**config.mk**
```make
export PLATFORM = sky130hd
export DESIGN_NAME = pedometer_step_pace
export DESIGN_NICKNAME = d
export VERILOG_FILES = /design/src/design/psp_pkg.sv /design/src/design/psp_ram.sv /design/src/design/pedometer_step_pace.sv
export SDC_FILE = /design/constraint.sdc
export NUM_CORES = 2
export LEC_CHECK = 0
export BUFFER_PORTS_ARGS = -buffer_cell sky130_fd_sc_hd__buf_2
export CORE_MARGIN = 5
export CORE_UTILIZATION = 25
export DETAILED_ROUTE_END_ITERATION = 8
export GPL_TIMING_DRIVEN = 0
export PLACE_DENSITY = 0.51
export SYNTH_ARGS = -nofsm -noshare
export SYNTH_HDL_FRONTEND = slang
export SYNTH_SLANG_ARGS = --single-unit
```
**constraint.sdc**
```tcl
create_clock -name i_clk -period 9.25 [get_ports i_clk]
set_clock_uncertainty 0.15 [all_clocks]
set_input_delay 1.3875 -clock i_clk [delete_from_list [all_inputs] [get_ports i_clk]]
set_output_delay 1.3875 -clock i_clk [all_outputs]
set_load 0.01 [all_outputs]
```
**src/design/psp_pkg.sv**
```systemverilog
// ============================================================================
// psp_pkg: shared types and constants for the pedometer step/pace block
// Field widths, function codes and configuration register indexes.
// ============================================================================
package psp_pkg;

    localparam int CFG_W     = 13;  // configuration register width
    localparam int CFG_IDX_W = 1;   // configuration register index width
    localparam int AXIS_W    = 13;  // raw signed axis width
    localparam int MAG_W     = 15;  // |axis| * 4
    localparam int SQ_W      = 2 * MAG_W;
    localparam int SSUM_W    = SQ_W + 2;
    localparam int TOTAL_W   = 16;  // step total, wraps
    localparam int OUT_W     = 14;  // window and pace output width
    localparam int SLOT_W    = 8;   // per-slot step count
    localparam int IDLE_W    = 8;   // idle seconds

    localparam logic [SLOT_W-1:0] SLOT_MAX = '1;
    localparam logic [IDLE_W-1:0] IDLE_MAX = '1;

    localparam logic [CFG_W-1:0] GRAVITY_RST = 13'd1024;
    localparam logic [CFG_W-1:0] THRESH_RST  = 13'd500;

    typedef enum logic {
        FUNC_SAMPLE = 1'b0,
        FUNC_TICK   = 1'b1
    } t_func;

    typedef enum logic [CFG_IDX_W-1:0] {
        CFG_GRAVITY = 1'b0,
        CFG_THRESH  = 1'b1
    } t_cfg_reg;

endpackage

```
**src/design/psp_ram.sv**
```systemverilog
// ============================================================================
// psp_ram: generic single-port-write, single-port-read RAM
// One write and one registered read per cycle; read data holds without i_re.
// ============================================================================
module psp_ram #(
    parameter int WIDTH = 8,
    parameter int DEPTH = 60,
    localparam int ADDR_W = $clog2(DEPTH)
) (
    input  logic              i_clk,
    input  logic              i_we,
    input  logic [ADDR_W-1:0] i_waddr,
    input  logic [WIDTH-1:0]  i_wdata,
    input  logic              i_re,
    input  logic [ADDR_W-1:0] i_raddr,
    output logic [WIDTH-1:0]  o_rdata
);

    logic [WIDTH-1:0] r_mem [DEPTH];
    logic [WIDTH-1:0] r_rdata;

    always_ff @(posedge i_clk) begin
        if (i_we) begin
            r_mem[i_waddr] <= i_wdata;
        end
        if (i_re) begin
            r_rdata <= r_mem[i_raddr];
        end
    end

    assign o_rdata = r_rdata;

endmodule

```
**src/design/pedometer_step_pace.sv**
```systemverilog
// ============================================================================
// pedometer_step_pace: accelerometer step counter with per-second pace slew
// Threshold test on squared magnitude, 60-slot step history in RAM.
// ============================================================================
// Usage:
//   Input channel (i_valid/o_ready) carries either an accelerometer sample
//   (i_func = sample, axes valid) or a one-second tick (i_func = tick).
//   Every input transaction yields exactly one result transaction on the
//   output channel (o_valid/i_ready) with the step event, movement flag,
//   step total, window step sum and smoothed pace.
//   Config channel (i_cfg_valid/o_cfg_ready, always ready) writes gravity
//   baseline (index 0) and step threshold (index 1); write only while idle.
// Timing:
//   Each input passes stage 1 and stage 2 before o_valid: stage 1 squares
//   the axes and reads the current (or next, for a tick) history slot
//   from the slot RAM; stage 2 tests the threshold, updates state, writes
//   the slot back to RAM and loads the output register. Throughput is one
//   item per cycle while i_ready is high; the RAM read-modify-write is the
//   loop that sets it, with the stage-2 write forwarded to a stage-1 read.
// Reset:
//   Synchronous, active low. Slot valid bits all clear on reset, so an
//   unwritten slot reads as zero; no clearing pass, block ready at once.
// Stall:
//   While the receiver holds i_ready low the result is held, one more item
//   may enter stage 1, then o_ready drops until the output drains.
// ============================================================================
module pedometer_step_pace #(
    parameter int WINDOW_SECONDS = 60
) (
    input  logic                               i_clk,
    input  logic                               i_rst_n,
    // input item channel
    input  logic                               i_valid,
    output logic                               o_ready,
    input  logic                               i_func,
    input  logic signed [psp_pkg::AXIS_W-1:0]  i_accel_x,
    input  logic signed [psp_pkg::AXIS_W-1:0]  i_accel_y,
    input  logic signed [psp_pkg::AXIS_W-1:0]  i_accel_z,
    // result channel
    output logic                               o_valid,
    input  logic                               i_ready,
    output logic                               o_step_event,
    output logic                               o_moving,
    output logic [psp_pkg::TOTAL_W-1:0]        o_step_total,
    output logic [psp_pkg::OUT_W-1:0]          o_window_steps,
    output logic [psp_pkg::OUT_W-1:0]          o_pace,
    // configuration channel
    input  logic                               i_cfg_valid,
    output logic                               o_cfg_ready,
    input  logic [psp_pkg::CFG_IDX_W-1:0]      i_cfg_index,
    input  logic [psp_pkg::CFG_W-1:0]          i_cfg_data
);

    import psp_pkg::*;

    localparam int IDX_W = $clog2(WINDOW_SECONDS);
    localparam int SUM_W = $clog2(WINDOW_SECONDS * 255 + 1);
    localparam logic [IDX_W-1:0] IDX_LAST = IDX_W'(WINDOW_SECONDS - 1);

    // |axis| * 4 of a two's complement sample; -4096 maps to 4096
    function automatic logic [MAG_W-1:0] scaled_abs(input logic signed [AXIS_W-1:0] a);
        logic [AXIS_W-1:0] mag;
        mag = a[AXIS_W-1] ? AXIS_W'(-a) : AXIS_W'(a);
        return {mag, 2'b00};
    endfunction

    function automatic logic [IDX_W-1:0] idx_next(input logic [IDX_W-1:0] idx);
        return (idx == IDX_LAST) ? '0 : IDX_W'(idx + 1'b1);
    endfunction

    // ---------------------------------------------------------------- config
    logic [CFG_W-1:0]   r_gravity;
    logic [CFG_W-1:0]   r_thresh;
    logic [CFG_W:0]     w_hi;
    logic [CFG_W-1:0]   w_lo;
    logic [2*CFG_W+1:0] r_hi_sq;
    logic [2*CFG_W-1:0] r_lo_sq;
    logic               r_lo_en;

    assign o_cfg_ready = 1'b1;
    assign w_hi = {1'b0, r_gravity} + {1'b0, r_thresh};
    assign w_lo = r_gravity - r_thresh;

    always_ff @(posedge i_clk) begin
        if (!i_rst_n) begin
            r_gravity <= GRAVITY_RST;
            r_thresh  <= THRESH_RST;
        end else if (i_cfg_valid && o_cfg_ready) begin
            unique case (t_cfg_reg'(i_cfg_index))
                CFG_GRAVITY: r_gravity <= i_cfg_data;
                CFG_THRESH:  r_thresh  <= i_cfg_data;
                default: ;
            endcase
        end
    end

    // band bounds squared, refreshed every cycle from the config registers
    always_ff @(posedge i_clk) begin
        r_hi_sq <= w_hi * w_hi;
        r_lo_sq <= w_lo * w_lo;
        r_lo_en <= (r_gravity > r_thresh);
    end

    // ---------------------------------------------------------------- state
    logic                    r_s1_valid;
    logic                    r_s1_tick;
    logic [SQ_W-1:0]         r_sq_x, r_sq_y, r_sq_z;
    logic                    r_byp_hit;
    logic [SLOT_W-1:0]       r_byp_data;
    logic                    r_rd_vld;

    logic                    r_prev_above, n_prev_above;
    logic                    r_moving, n_moving;
    logic [TOTAL_W-1:0]      r_step_cnt, n_step_cnt;
    logic [IDX_W-1:0]        r_slot_idx, n_slot_idx;
    logic [SUM_W-1:0]        r_win_sum, n_win_sum;
    logic [SUM_W-1:0]        r_pace, n_pace;
    logic [IDLE_W-1:0]       r_idle, n_idle;
    logic                    r_slot_vld [WINDOW_SECONDS];

    logic                    r_o_valid;
    logic                    r_o_event, n_o_event;

    // ---------------------------------------------------------------- handshake
    logic w_accept;
    logic w_commit;

    assign w_commit = r_s1_valid && (!r_o_valid || i_ready);
    assign o_ready  = !r_s1_valid || w_commit;
    assign w_accept = i_valid && o_ready;

    // ---------------------------------------------------------------- slot RAM
    logic               w_we;
    logic [IDX_W-1:0]   w_waddr;
    logic [SLOT_W-1:0]  w_wdata;
    logic [IDX_W-1:0]   w_raddr;
    logic [SLOT_W-1:0]  w_rdata;

    psp_ram #(
        .WIDTH (SLOT_W),
        .DEPTH (WINDOW_SECONDS)
    ) u_slot_ram (
        .i_clk   (i_clk),
        .i_we    (w_we),
        .i_waddr (w_waddr),
        .i_wdata (w_wdata),
        .i_re    (w_accept),
        .i_raddr (w_raddr),
        .o_rdata (w_rdata)
    );

    // ---------------------------------------------------------------- stage 2
    logic [SLOT_W-1:0]  w_cur_count;
    logic [SSUM_W-1:0]  w_ssum;
    logic               w_above;
    logic [IDX_W-1:0]   w_idx_inc;
    logic [SUM_W-1:0]   w_ws_dec;

    // slot value: forwarded write, else RAM, else never written (zero)
    assign w_cur_count = r_byp_hit ? r_byp_data : (r_rd_vld ? w_rdata : '0);
    assign w_ssum  = SSUM_W'(r_sq_x) + SSUM_W'(r_sq_y) + SSUM_W'(r_sq_z);
    assign w_above = (w_ssum > SSUM_W'(r_hi_sq)) ||
                     (r_lo_en && (w_ssum < SSUM_W'(r_lo_sq)));
    assign w_idx_inc = idx_next(r_slot_idx);
    assign w_ws_dec  = r_win_sum - SUM_W'(w_cur_count);

    always_comb begin
        n_prev_above = r_prev_above;
        n_moving     = r_moving;
        n_step_cnt   = r_step_cnt;
        n_slot_idx   = r_slot_idx;
        n_win_sum    = r_win_sum;
        n_pace       = r_pace;
        n_idle       = r_idle;
        n_o_event    = 1'b0;
        w_we         = 1'b0;
        w_waddr      = r_slot_idx;
        w_wdata      = '0;
        if (w_commit) begin
            if (r_s1_tick) begin
                // idle count, then slot advance and clear, then pace
                if (r_moving) begin
                    n_idle = '0;
                end else if (r_idle != IDLE_MAX) begin
                    n_idle = r_idle + 1'b1;
                end
                n_slot_idx = w_idx_inc;
                n_win_sum  = w_ws_dec;
                w_we       = 1'b1;
                w_waddr    = w_idx_inc;
                w_wdata    = '0;
                if (r_moving) begin
                    if (r_pace < w_ws_dec) begin
                        n_pace = r_pace + 1'b1;
                    end else if (r_pace > w_ws_dec) begin
                        n_pace = r_pace - 1'b1;
                    end
                end else if ((n_idle != '0) && (r_pace != '0)) begin
                    n_pace = r_pace - 1'b1;
                end
            end else begin
                n_moving     = w_above;
                n_prev_above = w_above;
                if (w_above && !r_prev_above) begin
                    n_o_event  = 1'b1;
                    n_step_cnt = r_step_cnt + 1'b1;
                    // full slot: step still counts in the total
                    if (w_cur_count != SLOT_MAX) begin
                        w_we      = 1'b1;
                        w_waddr   = r_slot_idx;
                        w_wdata   = w_cur_count + 1'b1;
                        n_win_sum = r_win_sum + 1'b1;
                    end
                end
            end
        end
    end

    // ---------------------------------------------------------------- stage 1
    // read address uses the slot index as left by the item committing now
    assign w_raddr = (t_func'(i_func) == FUNC_TICK) ? idx_next(n_slot_idx) : n_slot_idx;

    always_ff @(posedge i_clk) begin
        if (w_accept) begin
            r_s1_tick  <= (t_func'(i_func) == FUNC_TICK);
            r_sq_x     <= scaled_abs(i_accel_x) * scaled_abs(i_accel_x);
            r_sq_y     <= scaled_abs(i_accel_y) * scaled_abs(i_accel_y);
            r_sq_z     <= scaled_abs(i_accel_z) * scaled_abs(i_accel_z);
            r_byp_hit  <= w_we && (w_waddr == w_raddr);
            r_byp_data <= w_wdata;
            r_rd_vld   <= r_slot_vld[w_raddr];
        end
    end

    // ---------------------------------------------------------------- control regs
    always_ff @(posedge i_clk) begin
        if (!i_rst_n) begin
            r_s1_valid   <= 1'b0;
            r_o_valid    <= 1'b0;
            r_prev_above <= 1'b0;
            r_moving     <= 1'b0;
            r_step_cnt   <= '0;
            r_slot_idx   <= '0;
            r_win_sum    <= '0;
            r_pace       <= '0;
            r_idle       <= '0;
            for (int i = 0; i < WINDOW_SECONDS; i++) begin
                r_slot_vld[i] <= 1'b0;
            end
        end else begin
            if (w_accept) begin
                r_s1_valid <= 1'b1;
            end else if (w_commit) begin
                r_s1_valid <= 1'b0;
            end
            if (w_commit) begin
                r_o_valid <= 1'b1;
            end else if (i_ready) begin
                r_o_valid <= 1'b0;
            end
            r_prev_above <= n_prev_above;
            r_moving     <= n_moving;
            r_step_cnt   <= n_step_cnt;
            r_slot_idx   <= n_slot_idx;
            r_win_sum    <= n_win_sum;
            r_pace       <= n_pace;
            r_idle       <= n_idle;
            if (w_we) begin
                r_slot_vld[w_waddr] <= 1'b1;
            end
        end
    end

    always_ff @(posedge i_clk) begin
        if (w_commit) begin
            r_o_event <= n_o_event;
        end
    end

    // ---------------------------------------------------------------- outputs
    // state registers only move on commit, so they stay put while stalled
    assign o_valid        = r_o_valid;
    assign o_step_event   = r_o_event;
    assign o_moving       = r_moving;
    assign o_step_total   = r_step_cnt;
    assign o_window_steps = OUT_W'(r_win_sum);
    assign o_pace         = OUT_W'(r_pace);

endmodule

```
==> metrics.md <==
| Metric | Value |
|---|---|
| Status | finished, violations left |
| Failing checks | capacitance limit |
| Cell mode on critical path | inv_1 |
| Die Ht | between 400 and 500 um |
| Clock Root Buffer | clkbuf_16 |
| Worst R2R Path Depth | 29 |
| Starting Density | 0.251 |
| Die width | around 500 um |
| Synth warn | 0 |
| CTS H-tree lvls | 3 |
| Row count | around 180 |
| Fillers | between 20000 and 25000 |
| Worst slew margin | 0.0118 |
| RSZ-0062 raised after global routing | yes |
| Reg area | roughly 21000 um^2 |
| Final ANT Viol Nets | 0 |
| Die ar. | around 250000 um^2 |
| # setup viols final | 0 |
| Top FF cell, synth | edfxtp_1 |
| P&R area growth vs syn | 14.3% |
| WS Path Type | reg2reg |
| TritonCTS clock tree | yes |
| Count leader, synth | nand2_1 |
| Critical path's top delay family | adder cells |
| Yosys top cell area share | 0.290 |
| Largest net degree at the start of global routing | between 70 and 80 |
| Port bufs | 105 |
| Netlist cell types | 100 |
| Area leader, netlist | edfxtp_1 |
| # nets final | approximately 7300 |
| Synth cell count leaders | nand2_1 (836), inv_1 (814), edfxtp_1 (575), fa_1 (532), ha_1 (475) |
| Multi-input logic area | around 34000 um^2 |
| Max Cap Viol | 1 |
| Final Hold Viols | 0 |
| Setup_tns | 0 ns |
| Layout cells sized above 1 | 0.0847 |
| Global placer's final weighted congestion | a little over 0.9 |
| Post-synthesis sequential area ratio | 0.358 |
| Worst hold path type | reg2reg |
| Detailed Place HPWL | ~140000 um |
| Clock sinks | about 800 |
| Critical Path RT | ~9.7 ns |
| Vias in the first global route | 45822 |
| Critical Path AT | ~9.4 ns |
| Mean Syn Cell Area | between 9 and 10 um^2 |
| Top cells by area, synth | edfxtp_1 (29%), fa_1 (18%), ha_1 (10%), dfxtp_1 (6.8%), nand2_1 (5.3%) |
| Synth Instances | a little under 6000 |
| Cts hold-fix bufs | 0 |
| First-pass GRT wire length | between 200000 and 300000 um |
| CTS Buf Count | 89 |
| CP max-delay cell | xnor2_1 |
| Worst Hold Depth | 1 |
| Actual slew at the worst max-slew pin | between 1 and 1.5 ns |
| Routed WL per cell | roughly 18 um |
| Synth async-reset ratio | 0 |
| Crit. End Element | flip-flop |
| Initial antenna violation count | 21 |
| Max-slew violation count | 0 |
| Total wire length | approximately 170000 um |
| IO Count | 108 |
| CTS clk-pin slew, worst paths | 0.06 ns |
| WP depth | 29 |
| Crit start category | flip-flop |
| Critical Path Fanout Max | 9 |
| Global route overflow | 0 |
| CP peak stage delay | approximately 0.84 ns |
| Vias | ~45000 |
| Clock Tree Buf Depth | 3 |
| Post-synthesis register bit count | 778 |
| Tcrit/Tclk final | 0.971 |
| Pre-Repair DR Iteration Count | 6 |
| Crit path time final | roughly 9.0 ns |
| Post-route DRC | 0 |
| Buf/Inv on CP | 7 |
| Initial drt markers | 3191 |
| Tot GR Track Use | 0.138 |
| CORE AREA | around 240000 um^2 |
| Number of synthesized flops with an enable pin | 575 |
| Max Fclk | 111 MHz |
| Worst skew pair latency | 0.72 ns |
| Cell area after synthesis | between 50000 and 60000 um^2 |
| Post-DR vias/cell | 4.71 |
## registers in the layout, summed over array words and instances (netlist names), 13 cells and up
signal,count
r_sq_z,25
r_lo_sq,25
r_slot_vld,64
r_gravity,13
r_hi_sq,26
o_window_steps,14
r_thresh,13
r_sq_y,25
o_pace,14
o_step_total,16
r_sq_x,25
u_slot_ram.r_mem,480
## stage by stage
stage / area [um^2] / hold WS, ns / setup WS, ns / util / cells
global placement: 64100 / 0.283 / -5.13 / 0.270 / 9269
CTS: 67800 / 0.299 / 0.0175 / 0.286 / 9490
floorplan: 59600 / 0.269 / 0.971 / - / 5997
finish: 68000 / 0.305 / 0.273 / 0.287 / 9497
global route: 68000 / 0.321 / -0.192 / 0.287 / 9497
detailed placement: 64900 / 0.285 / -0.882 / 0.273 / 9324
## cell type report
type | count | area share
Multi-Input combinational cell | 4138 | 0.506
Clock inverter | 45 | 0.00585
Inverter | 830 | 0.0461
Timing Repair Buffer | 169 | 0.0174
Tap cell | 3167 | 0.0582
Buffer | 249 | 0.0161
Sequential cell | 778 | 0.314
Clock buffer | 120 | 0.0365
Antenna cell | 1 | 0.0000368
## routing by layer
layer / up-vias / wire (um) / part of all wire / global-route usage
met5: - / 31 / 0.00018 / 0
met4: 4 / 5500 / 0.031 / 0.0409
met3: 310 / 9400 / 0.054 / 0.0217
met2: 1228 / 84200 / 0.48 / 0.236
met1: 22378 / 75700 / 0.43 / 0.179
li1: 20827 / - / - / -
## cells in the final DEF (no fill, tap or decap), drive strengths merged, types with 203 or more instances in the layout
master  count
dfxtp     203
inv       822
buf       262
ha        475
a21oi     220
clkbuf    276
nand2     836
fa        532
nor2      388
edfxtp    575
nand3     252
## path summary, 6_finish.rpt
kind	start	to	slack, ns
worst max-delay path	r_thresh[2]	r_hi_sq[27]	0.27
worst min-delay path	r_slot_vld[60]	r_slot_vld[60]	0.30
worst max register to register	r_thresh[2]	r_hi_sq[27]	0.27
worst min register to register	r_slot_vld[60]	r_slot_vld[60]	0.30
## cell families (layout without fill, tap and decap cells)
group	count (synthesis)	in the layout	synth area share
simple gates	1984	1984	0.152
buf+inv	1081	1413	0.0708
fa+ha+maj	1007	1007	0.279
compound gates	858	858	0.100
flops	778	778	0.358
xor+xnor	226	226	0.0336
mux	31	31	0.00570
other cells	2	33	0.000126
## repair_timing
item,in CTS,in global routing
endpoints found under the setup margin,6,8
cloned,0,0
pin swaps,0,1
setup buffers,1,5
gates resized for setup,12,22
Power is left out: the tool's default activity adds up to more than one toggle a clock period on the data nets, which glitch-free logic cannot reach.
